### src/rtl/core/dmc_ram.sv
`timescale 1ns / 1ps

// Single-port synchronous RAM with a registered read.
module dmc_ram #(
    parameter int WIDTH = 8,
    parameter int DEPTH = 16
) (
    input  logic                     clk,
    input  logic                     we,
    input  logic [$clog2(DEPTH)-1:0] addr,
    input  logic [WIDTH-1:0]         wdata,
    output logic [WIDTH-1:0]         rdata
);

    logic [WIDTH-1:0] mem [DEPTH];

    always_ff @(posedge clk)
    begin
        if (we)
        begin
            mem[addr] <= wdata;
        end
        rdata <= mem[addr];
    end

endmodule

### config.mk
export PLATFORM = sky130hd
export DESIGN_NAME = dmc_ram
export DESIGN_NICKNAME = d
export VERILOG_FILES = /design/src/rtl/core/dmc_ram.sv
export SDC_FILE = /design/constraint.sdc
export NUM_CORES = 1
export LEC_CHECK = 0
export BUFFER_PORTS_ARGS = -buffer_cell sky130_fd_sc_hd__buf_2
export CAP_MARGIN = 20
export CORE_ASPECT_RATIO = 2
export CORE_UTILIZATION = 35
export DETAILED_ROUTE_END_ITERATION = 16
export PLACE_DENSITY = 0.48
export SLEW_MARGIN = 20
export SYNTH_ARGS = -nofsm -noshare
export SYNTH_HDL_FRONTEND = slang
export SYNTH_SLANG_ARGS = --single-unit
### constraint.sdc
create_clock -name clk -period 2.7 [get_ports clk]
set_input_delay 0.27 -clock clk [delete_from_list [all_inputs] [get_ports clk]]
set_output_delay 0.27 -clock clk [all_outputs]
set_load 0.02 [all_outputs]
* Word level (Yosys, flattened, before mapping)
Memory sizes are Yosys's and may differ from the RTL's. A register that Yosys moved wholly into a read port is not among the register bits.
Index checks and enable logic that the tools add are counted.
** Storage, ports and cells
- Memory bits (writable) :: 128
- Flip-flop bits (word level) :: 0
- Memories :: 1
** Operators by class
- Multiplexer cells :: 2
** Memories
- mem :: depth 16, width 8, rd ports 1, clocked after Yosys merged registers in 1, write ports 1, line 15 : logic [WIDTH-1:0] mem [DEPTH];
** Operators by type and width (number)
- 1-bit two-way mux :: 2

* Logic depth before layout (Yosys ltp)
Gate-level depths: netlist (run 1).
- Word-level depth :: 2
- Gate-level depth with buffers :: 5
- Mapped depth without buffers :: 3

* Worst setup path after synthesis (run 1)
Ideal clock, no wire load.
- Kind :: input port to flip-flop
- From :: input addr[2]
- To :: memory mem[0][0] (enable)
- Library setup time :: 383 ps
- Setup slack :: 937 ps
- Cell stages on the path :: 2
- Buffers on the path :: 0
- Arrival time :: 1380 ps
- Path through :: or3b_2 > nor3_1
** RTL lines
- start: declaration :: line 10 : input logic [$clog2(DEPTH)-1:0] addr,
- end: declaration :: line 15
Straight into the memory's write port.

==> flow_summary_export.csv, run 1 <==
group,metric,value,unit
outcome,status,"complete, no violations",
hold_path,hold_path.class,"input pin to flip-flop",
worst_setup_path,cp.arrival,1.87,ns
worst_setup_path,cp_slowest_stage_delay,0.51,ns
drt,viasPerCell,4.954,
cts,htree_levels,4,
die,fp.dieW,87.08,microns
drt,wl,10670,microns
worst_setup_path,crit_chain,"buf_2, buf_4, mux4_2, a22oi_1, nand2_1",
cts,cts-root-buf,"clkbuf_16",
yosys,synth_area_per_cell,22.03,sq um
global_route,overflow,0,
sta,rsz0062_at_grt,"false",
yosys,synth-main-ff-cell,"edfxtp_1",
cells_and_area,final_nets,288,
yosys,ys_warn_count,0,
power_and_ir_drop,p_leak,0.001965,uW
yosys,yosysUniqueCellTypes,18,
cts,numCtsBuffers,17,
cells_and_area,design_area,0.006042,sq mm
cells_and_area,antenna_cells,0,
drt,first_pass_iters,4,
sta,finalClockSkew,0.006809,ns
die,io-pin-count,22,
drt,drt-initial-drc-count,136,
drt,antenna_left,0,
cells_and_area,areaGrowthSynthToFinish,19.23,%
yosys,synth-edff-count,128,
global_route,grt_pass1_wl,15840,microns
worst_setup_path,crit_family,"buffers and inverters",
cts,clk_path_buf_depth,2,
power_and_ir_drop,ir_drop,0.4469,mV
sta,maxSlewViolCount,0,
yosys,synth_seq_area_share,79.01,%
drt,routedWlPerCell,22.42,microns
worst_setup_path,path_class,"input pin to flip-flop",
cts,cts_tree,"built",
cts,cts_sinks,136,
die,dieHeight,172.2,microns
die,dieArea,0.01499,sq mm
sta,setup_slack,1.135,ns
yosys,syn-num-nets,244,
sta,tns,0,ns
die,rows,61,
worst_setup_path,crit_required,3.00,ns
placed_design,place.gp.congestion,0.7228,
placed_design,hpwl,7268,microns
sta,period_needed,1.565,ns
cts,insertion_delay,0.42,ns
worst_setup_path,cp-start-kind,"input pin",
worst_setup_path,cp-end-kind,"flip-flop",
die,initial_utilization,36.08,%
placed_design,numPortBuffers,21,
power_and_ir_drop,power_density,795.4,mW/mm^2
worst_setup_path,crit_path_top_delay_cell,"buf_2",
global_route,grt_usage,16.00,%
drt,route.detailed.drc,0,
sta,period_share,57.95,%
die,coreArea,0.01404,sq mm
sta,setup_viol,0,
power_and_ir_drop,power.total,4806,uW
sta,maxSlewHeadroom,37.07,%
drt,num_vias,2358,
yosys,synthesis.area,0.005067,sq mm
cts,cts.repair.resized,0,
yosys,ys_async_sr_fraction,0,%
sta,hold-worst-slack,0.2389,ns
placed_design,postPlaceCellArea,0.005474,sq mm
sta,hold_viol_final,0,
sta,timing.fmax,0.6392,GHz
worst_setup_path,critPathBufInv,2,
placed_design,pre_cts_ws,0.6557,ns
cells_and_area,drive_above_1_share,34.84,%
worst_setup_path,path_max_fanout,26,
cts,cts_setup_buffers,0,
global_route,grt_pass1_vias,2591,
yosys,ys_ff_latch,136,
global_route,grt_antenna_before_repair,0,
yosys,synthCells,230,
global_route,grt_max_degree,27,
cts,clk_pin_slew_worst_paths,0.06,ns
flow_run,drv_cap,0,
sta,worst_slew_pin_slew,0.9420,ns
cts,hold_buffers,0,
-- placed cells by master (no fill, tap or decap), drive strengths merged --
cell and count:
buf 36, clkinvlp 5, nor3 4, mux4 32
dfxtp 8, or3b 1, and2 1, clkinv 3
nand3b 2, nand3 1, a22oi 16, inv 6
nand2 9, edfxtp 128, clkbuf 17, bufinv 1
nand2b 2, nor2b 2, nor2 13
-- cell type report --
class / count / area, sq um
fillers: 1248 / 8001
flip-flops and latches: 136 / 4004
multi-input cells: 83 / 1003
clock buffers: 17 / 425.4
well taps: 189 / 236.5
repair buffers: 36 / 230.2
clock inverters: 15 / 142.6
-- synth_stat cells (all sizes together) (2+ instances only) --
cell / count / share of area, %
a22oi: 16 / 2.4
buf: 8 / 0.94
clkbuf: 3 / 0.25
dfxtp: 8 / 3.2
edfxtp: 128 / 76
mux4: 32 / 14
nand2: 9 / 0.67
nand2b: 2 / 0.25
nand3b: 2 / 0.30
nor2: 13 / 0.96
nor2b: 2 / 0.25
nor3: 4 / 0.40
-- final timing paths --
kind	start	to	slack, ns	cells past startpoint
worst min register to register	mem[14][4]$_DFFE_PP_	rdata[4]$_DFF_P_	0.67	3
worst max-delay path	addr[1]	rdata[1]$_DFF_P_	1.14	5
worst max register to register	mem[1][3]$_DFFE_PP_	rdata[3]$_DFF_P_	1.34	3
worst min-delay path	wdata[6]	mem[7][6]$_DFFE_PP_	0.24	1
-- power breakdown --
part | total, uW | switching, uW | internal [uW]
Combinational | 234 | 142 | 92.0
Sequential | 2370 | 13.7 | 2360
Clock | 2200 | 915 | 1280
-- metal layers --
| metal | global-route usage, % | wire length [microns] | up-vias |
|---|---|---|---|
| li1 | - | - | 1050 |
| met1 | 16.18 | 3782 | 1231 |
| met2 | 29.68 | 6290 | 61 |
| met3 | 3.962 | 367 | 16 |
| met4 | 8.116 | 233 | 0 |
| met5 | 0 | 0 | - |
-- per-stage QoR --
step | instances | util, %
global route | 476 | 43.02
finish | 476 | 43.02
CTS | 476 | 43.02
floorplan | 230 | -
detailed placement | 444 | 38.98
global placement | 444 | 38.98
-- state kept, by name, indices dropped and copies added (netlist names) --
name,count
mem,128
rdata,8
-- cells by family after synthesis --
family	after synthesis	synth area share, %
simple gates	35	3.210
flops	136	79.01
compound gates	16	2.370
mux	32	14.22
buf+inv	11	1.185
Note: power is estimated with default switching activity, not from simulation.
==> run 2, diff against run 1 <==
==> constraint.sdc (replaced) <==
create_clock -name clk -period 1.44 [get_ports clk]
set_input_delay 0.144 -clock clk [delete_from_list [all_inputs] [get_ports clk]]
set_output_delay 0.144 -clock clk [all_outputs]
set_load 0.02 [all_outputs]
==> run 2 against run 1 <==
Effect of this change:
- final area grew 5.1%
- worst hold slack worse by 0.12 ns
- routed wire length decreased by 4.1%
- flip-flop and latch count unchanged
- final cell count grew 4.0%
- die area unchanged
- non-clock buffer count increased by 19
- sequential power up 88%
- clock-buffer cell count increased by 3
- worst setup slack worse by 1.1 ns
- clock power grew 110%
- critical path type is now flip-flop to flip-flop
==> flow_summary_export.csv, run 2 (same netlist as run 1, synthesis figures left out) <==
group,metric,value,unit
outcome,status,"complete, no violations",
placed_design,place.gp.congestion,0.6946,
cts,htree_levels,4,
cts,cts_tree,"built",
sta,maxSlewHeadroom,47.49,%
die,io-pin-count,22,
global_route,overflow,0,
cells_and_area,max_flop_register,"mem",
drt,antenna_left,0,
placed_design,numPortBuffers,21,
drt,routedWlPerCell,20.68,microns
global_route,grt_max_degree,25,
die,initial_utilization,36.08,%
cts,cts-root-buf,"clkbuf_16",
global_route,use_met1,16.02,%
placed_design,dp_cells,463,
global_route,grt_busiest_layer,"met2",
sta,worst_slew_pin_slew,0.7860,ns
cells_and_area,num-fill-cells,1269,
drt,drt-initial-drc-count,139,
drt,num_vias,2408,
cells_and_area,top_regs,"mem x128, rdata x8",
global_route,grt_antenna_before_repair,0,
cells_and_area,final_nets,307,
global_route,grt_pass1_wl,15680,microns
drt,viasPerCell,4.865,
sta,tns,0,ns
drt,wl,10240,microns
drt,first_pass_iters,4,
sta,setup_viol,0,
power_and_ir_drop,p_leak,0.002133,uW
cts,cts.repair.resized,0,
global_route,use_met3,4.057,%
cells_and_area,design_area,0.006347,sq mm
worst_setup_path,cp.arrival,1.65,ns
placed_design,postPlaceCellArea,0.005717,sq mm
sta,finalClockSkew,0.004556,ns
cells_and_area,final_cells,495,
sta,hold_viol_final,0,
worst_setup_path,path_max_fanout,1,
cts,clk_pin_slew_worst_paths,0.06,ns
worst_setup_path,path_class,"flip-flop to flip-flop",
cts,hold_buffers,0,
sta,period_needed,1.365,ns
cells_and_area,largest_reg_flops,128,
cts,cts_setup_buffers,0,
placed_design,hpwl,7119,microns
die,rows,61,
global_route,grt_pass1_vias,2683,
sta,timing.fmax,0.7329,GHz
cells_and_area,drive_above_1_share,41.83,%
sta,maxSlewViolCount,0,
worst_setup_path,crit_required,1.72,ns
cts,insertion_delay,0.41,ns
sta,period_share,94.76,%
cts,cts_sinks,136,
die,dieArea,0.01499,sq mm
hold_path,hold_path.class,"input pin to flip-flop",
global_route,met2_usage,28.38,%
cells_and_area,layout_common_cells,"128 x edfxtp_1, 32 x mux4_2, 27 x buf_4",
drt,route.detailed.drc,0,
sta,rsz0062_at_grt,"false",
worst_setup_path,cp-end-kind,"flip-flop",
cells_and_area,antenna_cells,0,
die,dieHeight,172.2,microns
cts,clk_path_buf_depth,2,
power_and_ir_drop,ir_drop,0.7967,mV
flow_run,drv_cap,0,
die,coreArea,0.01404,sq mm
cells_and_area,layout_commonest_cell,"edfxtp_1",
worst_setup_path,cp-start-kind,"flip-flop",
cells_and_area,areaGrowthSynthToFinish,25.26,%
global_route,grt_usage,15.51,%
cts,numCtsBuffers,17,
power_and_ir_drop,power_density,1493,mW/mm^2
die,fp.dieW,87.08,microns
## run 2: cell types whose count changed in the layout (fill, tap and decap cells not counted), moves of 3 or more
cell | before | now
buf_12 | 1 | 7
buf_4 | 14 | 27
bufinv_16 | 1 | 4
clkinv_2 | 1 | 4
clkinvlp_4 | 5 | 1
inv_6 | 4 | 0
nor2_1 | 13 | 5
nor2_2 | 0 | 8
## run 2: area by class of cell
| type | count | area, sq um | share of cell area [%] |
|---|---|---|---|
| sequential | 136 | 4004 | 63.08 |
| tap | 189 | 236.5 | 3.726 |
| timing repair buffer | 55 | 447.9 | 7.057 |
| multi-input combinational | 83 | 1028 | 16.20 |
| clock inverter | 12 | 173.9 | 2.740 |
| clock buffer | 20 | 456.7 | 7.195 |
## run 2: where the power goes
part,switching (uW),internal [uW]
sequential,22.4,4430
combinational,274,203
clock,1570,2980
## run 2: layer usage
layer	wire length, microns	share of wire (%)
met4	270	2.6
met5	0	0
met2	5875	57
met3	338	3.3
met1	3753	37
## run 2: final timing paths
path | slack, ns | startpoint | cells past startpoint | end
setup / recovery | 0.08 | mem[1][7]$_DFFE_PP_ | 3 | rdata[7]$_DFF_P_
hold reg to reg | 0.68 | mem[12][6]$_DFFE_PP_ | 3 | rdata[6]$_DFF_P_
setup reg to reg | 0.08 | mem[1][7]$_DFFE_PP_ | 3 | rdata[7]$_DFF_P_
hold / removal | 0.12 | wdata[7] | 1 | mem[4][7]$_DFFE_PP_
## run 2: critical path, cell delays in order (launching register included)
cell and delay [ns]:
edfxtp_1 0.38, mux4_2 0.45, a22oi_1 0.28, nand2_1 0.13
## run 2: stage by stage
stage	worst slack, ns	hold WS [ns]	total power [uW]	util, %
3_5_place_dp	-0.1396	0.5487	5023	40.71
5_1_grt	0.01615	0.1220	9754	45.20
3_3_place_gp	-0.1161	0.5338	5014	40.71
4_1_cts	0.06100	0.1083	9568	45.20
6_report	0.07548	0.1230	9476	45.20
2_1_floorplan	-0.09145	0.2429	4793	-
